File: src/hw/rtl/ptw_pkg.sv
// ----------------------------------------------------------------------------
// ptw_pkg
// Types and constants shared by the page table walker modules.
// ----------------------------------------------------------------------------
`default_nettype none

package ptw_pkg;

  localparam int AddrBits     = 48;
  localparam int PhysAddrBits = 48;
  localparam int DescBits     = 64;
  localparam int FlagBits     = 5;
  localparam int LevelBits    = 2;
  localparam int IdxBits      = 9;
  localparam int ApbAddrBits  = 5;
  localparam int ApbDataBits  = 64;

  // index shifts per level
  localparam int ShiftL0 = 39;
  localparam int ShiftL1 = 30;
  localparam int ShiftL2 = 21;
  localparam int ShiftL3 = 12;

  // opcodes
  localparam logic OpTranslate  = 1'b0;
  localparam logic OpDescriptor = 1'b1;

  // result kinds
  localparam logic KindRead = 1'b0;
  localparam logic KindDone = 1'b1;

  // walk levels
  localparam logic [LevelBits-1:0] Level0 = 2'd0;
  localparam logic [LevelBits-1:0] Level1 = 2'd1;
  localparam logic [LevelBits-1:0] Level2 = 2'd2;
  localparam logic [LevelBits-1:0] Level3 = 2'd3;

  // register indexes
  localparam logic [1:0] RegTableRoot = 2'd0;
  localparam logic [1:0] RegMmioBase  = 2'd1;
  localparam logic [1:0] RegMmioLimit = 2'd2;

  // descriptor bits
  localparam int DescValid  = 0;
  localparam int DescTable  = 1;
  localparam int DescAttrLo = 2;
  localparam int DescUser   = 6;
  localparam int DescRdOnly = 7;
  localparam int DescPxn    = 53;
  localparam int DescUxn    = 54;
  localparam logic [2:0] AttrDevice = 3'd1;

  // flag bits
  localparam int FlPresent  = 0;
  localparam int FlWritable = 1;
  localparam int FlExec     = 2;
  localparam int FlUser     = 3;
  localparam int FlDevice   = 4;

  typedef struct packed {
    logic                opcode;
    logic [AddrBits-1:0] virt_addr;
    logic [DescBits-1:0] descriptor;
  } ptw_in_t;

  typedef struct packed {
    logic                result_kind;
    logic [AddrBits-1:0] read_address;
    logic [AddrBits-1:0] phys_addr;
    logic                fault;
    logic [FlagBits-1:0] permission_flags;
  } ptw_out_t;

  typedef struct packed {
    logic                 busy;
    logic [LevelBits-1:0] level;
    logic [AddrBits-1:0]  pending;
  } ptw_state_t;

  typedef struct packed {
    logic [AddrBits-1:0] table_root;
    logic [AddrBits-1:0] mmio_base;
    logic [AddrBits-1:0] mmio_limit;
  } ptw_cfg_t;

endpackage

`default_nettype wire

File: src/hw/rtl/page_table_walker.sv
// ----------------------------------------------------------------------------
// page_table_walker
// Four-level 4 KiB-granule translation table walker with APB configuration.
// ----------------------------------------------------------------------------
// Takes one item per cycle on cmd, stalling while a result waits for res_ready:
// a translate request starts a walk and yields a read request for the level-0
// descriptor; each descriptor item yields the next read request or the finished
// walk (address, fault, flags). An item goes through an input register, one step
// of decode and address add, and a result register, and the sustained rate is
// one item per cycle while results are taken; the limit is the single walk state
// register that each step reads and updates. Requests during a walk and
// descriptors while idle are dropped without a result.
// Registers sit at byte addresses 0, 8 and 16 (table root, device window
// base, device window limit), 48 bits each in a 64-bit data word.
`default_nettype none

module page_table_walker (
  input  logic                                clk,
  input  logic                                rst,
  input  logic                                cmd_valid,
  output logic                                cmd_ready,
  input  var ptw_pkg::ptw_in_t                cmd,
  output logic                                res_valid,
  input  logic                                res_ready,
  output ptw_pkg::ptw_out_t                   res,
  input  logic                                psel,
  input  logic                                penable,
  input  logic                                pwrite,
  input  logic [ptw_pkg::ApbAddrBits-1:0]     paddr,
  input  logic [ptw_pkg::ApbDataBits-1:0]     pwdata,
  output logic [ptw_pkg::ApbDataBits-1:0]     prdata,
  output logic                                pready
);

  localparam int AB = ptw_pkg::AddrBits;

  ptw_pkg::ptw_cfg_t   cfg;
  ptw_pkg::ptw_state_t state;
  ptw_pkg::ptw_state_t state_next;
  ptw_pkg::ptw_in_t    a_item;
  ptw_pkg::ptw_out_t   step_res;
  logic                a_valid;
  logic                step_has;
  logic                a_adv;
  logic                o_space;
  logic                cfg_wr;
  logic [1:0]          reg_idx;

  // configuration port
  assign pready  = 1'b1;
  assign reg_idx = paddr[ptw_pkg::ApbAddrBits-1:3];
  assign cfg_wr  = psel && penable && pwrite;

  always_ff @(posedge clk) begin
    if (rst) begin
      cfg <= '0;
    end else if (cfg_wr) begin
      unique case (reg_idx)
        ptw_pkg::RegTableRoot: cfg.table_root <= pwdata[AB-1:0];
        ptw_pkg::RegMmioBase:  cfg.mmio_base  <= pwdata[AB-1:0];
        ptw_pkg::RegMmioLimit: cfg.mmio_limit <= pwdata[AB-1:0];
        default: ;
      endcase
    end
  end

  always_comb begin
    prdata = '0;
    unique case (reg_idx)
      ptw_pkg::RegTableRoot: prdata[AB-1:0] = cfg.table_root;
      ptw_pkg::RegMmioBase:  prdata[AB-1:0] = cfg.mmio_base;
      ptw_pkg::RegMmioLimit: prdata[AB-1:0] = cfg.mmio_limit;
      default:               prdata = '0;
    endcase
  end

  // input register
  assign o_space   = !res_valid || res_ready;
  assign a_adv     = a_valid && (!step_has || o_space);
  assign cmd_ready = !a_valid || a_adv;

  always_ff @(posedge clk) begin
    if (rst) begin
      a_valid <= 1'b0;
    end else if (cmd_ready) begin
      a_valid <= cmd_valid;
    end
  end

  always_ff @(posedge clk) begin
    if (cmd_ready && cmd_valid) begin
      a_item <= cmd;
    end
  end

  ptw_step u_step (
    .item       (a_item),
    .state      (state),
    .cfg        (cfg),
    .has_result (step_has),
    .result     (step_res),
    .state_next (state_next)
  );

  // walk state
  always_ff @(posedge clk) begin
    if (rst) begin
      state <= '0;
    end else if (a_adv) begin
      state <= state_next;
    end
  end

  // result register
  always_ff @(posedge clk) begin
    if (rst) begin
      res_valid <= 1'b0;
    end else if (a_adv && step_has) begin
      res_valid <= 1'b1;
    end else if (res_ready) begin
      res_valid <= 1'b0;
    end
  end

  always_ff @(posedge clk) begin
    if (a_adv && step_has) begin
      res <= step_res;
    end
  end

  // checks
  a_idle_level: assert property (@(posedge clk) disable iff (rst)
    !state.busy |-> state.level == ptw_pkg::Level0)
    else $error("walk level nonzero while idle");

  a_fault_clean: assert property (@(posedge clk) disable iff (rst)
    res_valid && res.fault |-> res.permission_flags == '0 && res.phys_addr == '0)
    else $error("fault result carries address or flags");

  a_read_busy: assert property (@(posedge clk) disable iff (rst)
    a_adv && step_has && step_res.result_kind == ptw_pkg::KindRead |=> state.busy)
    else $error("read request issued without an active walk");

  a_done_idle: assert property (@(posedge clk) disable iff (rst)
    a_adv && step_has && step_res.result_kind == ptw_pkg::KindDone |=> !state.busy)
    else $error("walk still busy after finishing");

endmodule

`default_nettype wire

File: src/hw/rtl/ptw_step.sv
// ----------------------------------------------------------------------------
// ptw_step
// One walk step: decodes a request or descriptor against the walk state.
// ----------------------------------------------------------------------------
`default_nettype none

module ptw_step (
  input  var ptw_pkg::ptw_in_t    item,
  input  var ptw_pkg::ptw_state_t state,
  input  var ptw_pkg::ptw_cfg_t   cfg,
  output logic                    has_result,
  output ptw_pkg::ptw_out_t       result,
  output ptw_pkg::ptw_state_t     state_next
);

  localparam logic [63:0] PhysTop = (64'd1 << ptw_pkg::PhysAddrBits) - 64'd1;
  localparam logic [63:0] MaskL3  = PhysTop & ~((64'd1 << ptw_pkg::ShiftL3) - 64'd1);
  localparam logic [63:0] MaskL1  = PhysTop & ~((64'd1 << ptw_pkg::ShiftL1) - 64'd1);
  localparam logic [63:0] MaskL2  = PhysTop & ~((64'd1 << ptw_pkg::ShiftL2) - 64'd1);

  localparam int AB = ptw_pkg::AddrBits;

  logic          d_valid;
  logic          d_table;
  logic [63:0]   d_l3;
  logic [63:0]   d_l1;
  logic [63:0]   d_l2;
  logic [AB-1:0] next_table;
  logic [AB-1:0] pend;
  logic [AB-1:0] idx0_ofs;
  logic [AB-1:0] idx1_ofs;
  logic [AB-1:0] idx2_ofs;
  logic [AB-1:0] idx3_ofs;
  logic [AB-1:0] blk1_pa;
  logic [AB-1:0] blk2_pa;
  logic [AB-1:0] page_pa;
  logic          in_window;
  logic [ptw_pkg::FlagBits-1:0] flags;

  assign d_valid    = item.descriptor[ptw_pkg::DescValid];
  assign d_table    = item.descriptor[ptw_pkg::DescTable];
  assign d_l3       = item.descriptor & MaskL3;
  assign d_l1       = item.descriptor & MaskL1;
  assign d_l2       = item.descriptor & MaskL2;
  assign next_table = d_l3[AB-1:0];
  assign pend       = state.pending;

  // descriptor offsets: index times eight
  assign idx0_ofs = {{(AB-12){1'b0}}, item.virt_addr[ptw_pkg::ShiftL0 +: 9], 3'b000};
  assign idx1_ofs = {{(AB-12){1'b0}}, pend[ptw_pkg::ShiftL1 +: 9], 3'b000};
  assign idx2_ofs = {{(AB-12){1'b0}}, pend[ptw_pkg::ShiftL2 +: 9], 3'b000};
  assign idx3_ofs = {{(AB-12){1'b0}}, pend[ptw_pkg::ShiftL3 +: 9], 3'b000};

  assign blk1_pa = d_l1[AB-1:0] + {{(AB-ptw_pkg::ShiftL1){1'b0}}, pend[ptw_pkg::ShiftL1-1:0]};
  assign blk2_pa = d_l2[AB-1:0] + {{(AB-ptw_pkg::ShiftL2){1'b0}}, pend[ptw_pkg::ShiftL2-1:0]};
  assign page_pa = next_table + {{(AB-ptw_pkg::ShiftL3){1'b0}}, pend[ptw_pkg::ShiftL3-1:0]};

  // empty or inverted window never matches
  assign in_window = (pend >= cfg.mmio_base) && (pend < cfg.mmio_limit);

  always_comb begin
    flags = '0;
    flags[ptw_pkg::FlPresent]  = 1'b1;
    flags[ptw_pkg::FlDevice]   = in_window ||
                                 (item.descriptor[ptw_pkg::DescAttrLo +: 3] == ptw_pkg::AttrDevice);
    flags[ptw_pkg::FlWritable] = !item.descriptor[ptw_pkg::DescRdOnly];
    flags[ptw_pkg::FlExec]     = !item.descriptor[ptw_pkg::DescUxn] ||
                                 !item.descriptor[ptw_pkg::DescPxn];
    flags[ptw_pkg::FlUser]     = item.descriptor[ptw_pkg::DescUser];
  end

  always_comb begin
    has_result = 1'b0;
    result     = '0;
    state_next = state;
    if (item.opcode == ptw_pkg::OpTranslate) begin
      if (!state.busy) begin
        has_result          = 1'b1;
        result.result_kind  = ptw_pkg::KindRead;
        result.read_address = cfg.table_root + idx0_ofs;
        state_next.busy     = 1'b1;
        state_next.level    = ptw_pkg::Level0;
        state_next.pending  = item.virt_addr;
      end
    end else if (state.busy) begin
      has_result         = 1'b1;
      result.result_kind = ptw_pkg::KindDone;
      state_next.busy    = 1'b0;
      state_next.level   = ptw_pkg::Level0;
      if (!d_valid) begin
        result.fault = 1'b1;
      end else begin
        unique case (state.level)
          ptw_pkg::Level0: begin
            if (!d_table) begin
              result.fault = 1'b1;
            end else begin
              result.result_kind  = ptw_pkg::KindRead;
              result.read_address = next_table + idx1_ofs;
              state_next.busy     = 1'b1;
              state_next.level    = ptw_pkg::Level1;
            end
          end
          ptw_pkg::Level1: begin
            if (!d_table) begin
              result.phys_addr        = blk1_pa;
              result.permission_flags = flags;
            end else begin
              result.result_kind  = ptw_pkg::KindRead;
              result.read_address = next_table + idx2_ofs;
              state_next.busy     = 1'b1;
              state_next.level    = ptw_pkg::Level2;
            end
          end
          ptw_pkg::Level2: begin
            if (!d_table) begin
              result.phys_addr        = blk2_pa;
              result.permission_flags = flags;
            end else begin
              result.result_kind  = ptw_pkg::KindRead;
              result.read_address = next_table + idx3_ofs;
              state_next.busy     = 1'b1;
              state_next.level    = ptw_pkg::Level3;
            end
          end
          ptw_pkg::Level3: begin
            result.phys_addr        = page_pa;
            result.permission_flags = flags;
          end
          default: begin
            result.fault = 1'b1;
          end
        endcase
      end
    end
  end

endmodule

`default_nettype wire

File: config.mk
export PLATFORM = sky130hd
export DESIGN_NAME = page_table_walker
export DESIGN_NICKNAME = d
export VERILOG_FILES = /design/src/hw/rtl/ptw_pkg.sv /design/src/hw/rtl/page_table_walker.sv /design/src/hw/rtl/ptw_step.sv
export SDC_FILE = /design/constraint.sdc
export NUM_CORES = 1
export LEC_CHECK = 0
export ABC_AREA = 1
export BUFFER_PORTS_ARGS = -buffer_cell sky130_fd_sc_hd__clkbuf_2
export CORE_MARGIN = 4
export CORE_UTILIZATION = 50
export CTS_BUF_LIST = sky130_fd_sc_hd__clkbuf_2
export DETAILED_ROUTE_END_ITERATION = 10
export PLACE_DENSITY = 0.73
export SLEW_MARGIN = 20
export SYNTH_ARGS = -nofsm -noshare
export SYNTH_HDL_FRONTEND = slang
export SYNTH_SLANG_ARGS = --single-unit
File: constraint.sdc
create_clock -name clk -period 7.51 [get_ports clk]
set_input_delay 0.3755 -clock clk [delete_from_list [all_inputs] [get_ports clk]]
set_output_delay 0.3755 -clock clk [all_outputs]
set_load 0.03 [all_outputs]
* After elaboration in Yosys (flattened, before gate mapping)
Index checks and enable logic that the tools add are counted. Widths: inputs -> output; s select.
Word-level totals: register bits 404, bits in latches 0, memory bits (writable) 0, ROM bits 0, input bits 189, output and inout port bits 170, word-level logic and storage cells 94, memories kept 0
Operators by class: $add $sub $neg 7, $mul 0, divide/modulo/power cells 0, order comparisons 2, equal/unequal tests 8, shift operators 0, multiplexer cells 31, bitwise operators 2, reductions and logical operators 28
Operators by type and width (number):
- $pmux 48 s3 | 2
- $add 48x12->48 | 5
- $mux 49 | 4
- $pmux 49 s3 | 1
- $mux 48 | 3
- $mux 103 | 1
- $mux 97 | 1
- $mux 50 | 1
- $add 48x21->48 | 1
- $add 48x30->48 | 1
- $ge 48x48->1 | 1
- $lt 48x48->1 | 1
- $mux 3 | 6
- $mux 5 | 2
- $pmux 5 s2 | 1
- $pmux 3 s3 | 1
- $reduce_and 3->1 | 3
- $mux 1 | 8
- $reduce_and 2->1 | 4
- $eq 2x2->1 const B | 3
- $logic_and 1x1->1 | 6
- $logic_not 1->1 | 6
- $logic_or 1x1->1 | 5
- $eq 2x1->1 const B | 2
- 7 further kinds | 9

* Depth between registers and ports, before layout
depth after elaboration 8, gate-level depth with buffers 14, gate-level depth less buffers 14

* Cells and area by module
Synthesis repeated with hierarchy kept, for this count alone.
Unflattened totals: cell total of the unflattened synthesis 2853, area, all modules 22029.9 um^2
By module, submodules not included:
- page_table_walker | times used 1, cells each 1636, area each 15626.2 um^2, seq. area each 10430.0 um^2
- ptw_step | times used 1, cells each 1217, area each 6403.6 um^2, seq. area each 0.0 um^2

* Worst setup path after synthesis
No wires, ideal clock.
path type register to register, from reg a_item[112] (netlist bit), to reg a_item[0] (netlist bit), enable pin, library setup time 0.603 ns, arrival 5.564 ns, required time 6.907 ns, slack 1.343 ns, stages on the path, launching flop included 5, path buffers 0, clock period less this slack 6.167 ns, path through edfxtp_1 -> inv_2 -> ha_1 -> inv_1 -> a31oi_1
On the way: word-level cells in the longest chain between the ends 6
Ends and longest elaborated chain:
- start: declaration | RTL line page_table_walker.sv:40 | ptw_pkg::ptw_in_t a_item;
- start signal: assignment | RTL line page_table_walker.sv:92 | a_item <= cmd;
- $mux 1 | RTL line ptw_step.sv:76 | if (item.opcode == ptw_pkg::OpTranslate) begin
- $logic_not 1->1 | RTL line page_table_walker.sv:79 | assign a_adv = a_valid && (!step_has || o_space);
- $logic_or 1x1->1 | RTL line page_table_walker.sv:79
- $logic_and 1x1->1 | RTL line page_table_walker.sv:79
- $logic_or 1x1->1 | RTL line page_table_walker.sv:80 | assign cmd_ready = !a_valid || a_adv;
- $logic_and 1x1->1 | RTL line page_table_walker.sv:91 | if (cmd_ready && cmd_valid) begin
No other way between the ends. A chain may end at the register's enable or synchronous reset.

* Worst setup path in the final report
from reg a_item[112] (netlist bit), to reg res[13] (netlist bit), enable pin
On the way: word-level cells in the longest chain between the ends 5
Ends and longest elaborated chain:
- $mux 1 (*) | RTL line ptw_step.sv:76
- $logic_not 1->1 | RTL line page_table_walker.sv:79
- $logic_or 1x1->1 | RTL line page_table_walker.sv:79
- $logic_and 1x1->1 | RTL line page_table_walker.sv:79
- $logic_and 1x1->1 (*) | RTL line page_table_walker.sv:126 | if (a_adv && step_has) begin
- end signal: assignment | RTL line page_table_walker.sv:127 | res <= step_res;
- end: declaration | RTL line page_table_walker.sv:25 | output ptw_pkg::ptw_out_t res,
Mark *: on every way between the ends. The rest lies on a longest branch, timed or not.

==> out/qor.yml <==
sta:
  setup_slack_ns: 3.97
  relSlewSlack_pct: 29.5
  skew_ns: 0.0678
  final_max_slew_viol_count: 0
  clock.fmax_ghz: 0.282
  setup-tns-final_ns: 0
  finalHoldViolations: 0
  fin_crit_ns: 3.54
  tightest_slew_ns: 1.06
  setup-violations-final: 0
  fin_hold_ws_ns: 0.0516
  min_period_over_period_pct: 47.2
  rsz0062_at_grt: "no"
worst_setup_path:
  crit_slowest_cell: "buf_4"
  critPathLaunchType: "flip-flop"
  path_cells: "inv_2 > ha_1 > inv_1 > nand2_1 > nand2_1 > inv_1 > nand2_1 > inv_4 > buf_4"
  slowest_delay_ns: 0.81
  cp_top_family: "buffers and inverters"
  worstPathRequired_ns: 8.11
  cp_max_fo: 66
  worstSetupEndpointType: "flip-flop"
  path_common_cell: "nand2_1"
  path_buf_inv: 5
  arrival_ns: 4.14
  path_class: "reg2reg"
grt:
  grt_usage_pct: 29.9
  grt_max_degree: 121
  grt_pass1_wl_mm: 95.0
  grt_remaining_overflow: 0
  antenna_found_initial: 1
  grt_pass1_vias: 16956
logic_synthesis:
  synth_area_leaders: "edfxtp_1 (32%), dfxtp_1 (21%), ha_1 (7.5%), a21oi_1 (6.6%), nand2_1 (6.0%)"
  synth_edf_count: 197
  yosysTopAreaCellShare_pct: 31.6
  syn-instance-count: 2092
  synth_top_flop_cell: "edfxtp_1"
  synth_largest_area_cell: "edfxtp_1"
  syn_area_sq_um: 18700
  ys_warn_count: 0
  synth_cell_types: 45
  ys_async_sr_fraction_pct: 0
  avgSynthCellArea_sq_um: 8.95
  ys_seq_area_share_pct: 52.6
  ys_ff_latch: 394
cells_and_area:
  drive_gt1_share_pct: 19.9
  nets: 2912
  num-fill-cells: 3147
  area_growth_pct: 25.1
clock_tree:
  cts.root.buffer_cell: "clkbuf_2"
  numCtsBuffers: 104
  cts_tree: "yes"
  clock_path_buffers: 3
  clock_latency_ns: 1.04
  h-tree-depth: 3
  clock_sinks: 394
  clk_pin_slew_worst_paths_ns: 0.12
  cts_setup_buffers: 0
floorplan:
  core_area_sq_um: 36800
  die-area_sq_um: 40600
  ioPinCount: 359
  rows: 70
  dieWidth_um: 202
  die_y_um: 202
  initial_core_util_pct: 50.9
drt:
  route.detailed.drc: 0
  met1_length_mm: 25.5
  via_per_inst: 5.51
  drtAntennaViolNets: 0
  dr.first_iter.drc_count: 1765
  via_count: 17477
  routed_wl_mm: 62.9
  wl_met2_mm: 29.4
  top_layer: "met4"
  wl_per_cell_um: 19.8
  wl_met3_mm: 5.25
  detail_route.first_pass.iterations: 6
place:
  place_ws_ns: 3.99
  io_buffers: 303
  gp_congestion: 0.955
  dp.final_hpwl_mm: 43.3
job:
  maxCapViolCount: 0
power_and_ir_drop:
  power.density_nw_per_um2: 198
  leakage_nw: 10.0
  ir_worst_vdd_mv: 0.118
min_path:
  hold_class: "in2reg"
status:
  status: "finished, final reports clean"
stage by stage:
step	utilization, %	instances	cell area (sq um)	total power (W)
after floorplan	-	2107	18800	0.00277
after global placement	55.8	2785	20500	0.00296
after detailed placement	55.8	2785	20500	0.00298
after CTS	63.7	3170	23400	0.00465
after global routing	63.7	3171	23400	0.00487
final	63.7	3171	23400	0.00464
power by group:
group	internal [W]	switching [W]
logic	0.000222	0.000410
registers	0.00234	0.0000497
clock network	0.000689	0.000927
area by class of cell:
cell class | count | area [sq um] | share of cell area (%)
Sequential cell | 394 | 9860 | 42.1
Multi-Input combinational cell | 1313 | 7360 | 31.4
Timing Repair Buffer | 503 | 3490 | 14.9
Inverter | 294 | 1110 | 4.73
Clock buffer | 166 | 831 | 3.55
Tap cell | 468 | 586 | 2.50
Clock inverter | 32 | 204 | 0.870
Antenna cell | 1 | 2.50 | 0.0107
registers in the layout, summed over array words and instances, names as in the netlist:
signal and cells:
cfg 144, res 103, a_item 94, state 51, a_valid 1, res_valid 1
placed cells by master, fill, tap and decap left out, types with 17 or more instances in the layout:
cell             n
a21oi_1        246
clkbuf_2       469
clkinv_1        23
conb_1          17
dfxtp_1        197
dlygate4sd3_1  187
edfxtp_1       197
ha_1           112
inv_1          276
inv_2           17
nand2_1        297
nand3_1         65
nand4_1         18
nor2_1         130
nor3_1          41
o21ai_0        210
o21ai_1         19
o221ai_1        47
o22ai_1         49
kinds of logic after synthesis:
| kind of cell | synth area share (%) |
|---|---|
| compound gates | 17.5 |
| xor+xnor | 0.374 |
| fa+ha+maj | 7.59 |
| buf+inv | 8.47 |
| flops | 52.6 |
| other cells | 0.0401 |
| simple gates | 13.4 |
worst register-to-register path: stages (launching register included):
cell and delay (ns):
edfxtp_1 0.48, inv_2 0.10, ha_1 0.28, inv_1 0.11
nand2_1 0.10, nand2_1 0.05, inv_1 0.43, nand2_1 0.28
inv_4 0.45, buf_4 0.81
per-layer routing:
layer	vias to the layer above	GRT usage (%)
met1	8121	39.0
li1	8269	-
met5	-	0
met2	927	48.9
met4	0	12.5
met3	160	5.77
what timing repair did:
action / CTS / global route
hold buffers: 187 / 0
endpoints found under the hold margin: 252 / 0
resized for setup: 0 / 0
Yosys cell counts (all sizes together), types with 18 or more instances:
| master | number |
|---|---|
| nand2 | 300 |
| inv | 292 |
| a21oi | 247 |
| o21ai | 232 |
| dfxtp | 197 |
| edfxtp | 197 |
| nor2 | 141 |
| ha | 112 |
| clkbuf | 73 |
| nand3 | 66 |
| o22ai | 49 |
| o221ai | 47 |
| nor3 | 46 |
| buf | 33 |
| nand4 | 18 |
final timing paths:
check                                      startpoint                    end  slack, ns  cells past startpoint
worst min-delay path                          cmd[84]   a_item[84]$_DFFE_PP_       0.05                      2
worst min register to register   cfg[33]$_SDFFE_PP0P_   cfg[33]$_SDFFE_PP0P_       0.49                      2
worst max-delay path            a_item[112]$_DFFE_PP_  res[13]$_SDFFCE_PN0P_       3.97                      9
worst max register to register  a_item[112]$_DFFE_PP_  res[13]$_SDFFCE_PN0P_       3.97                      9
(Power assumes the default switching activity.)
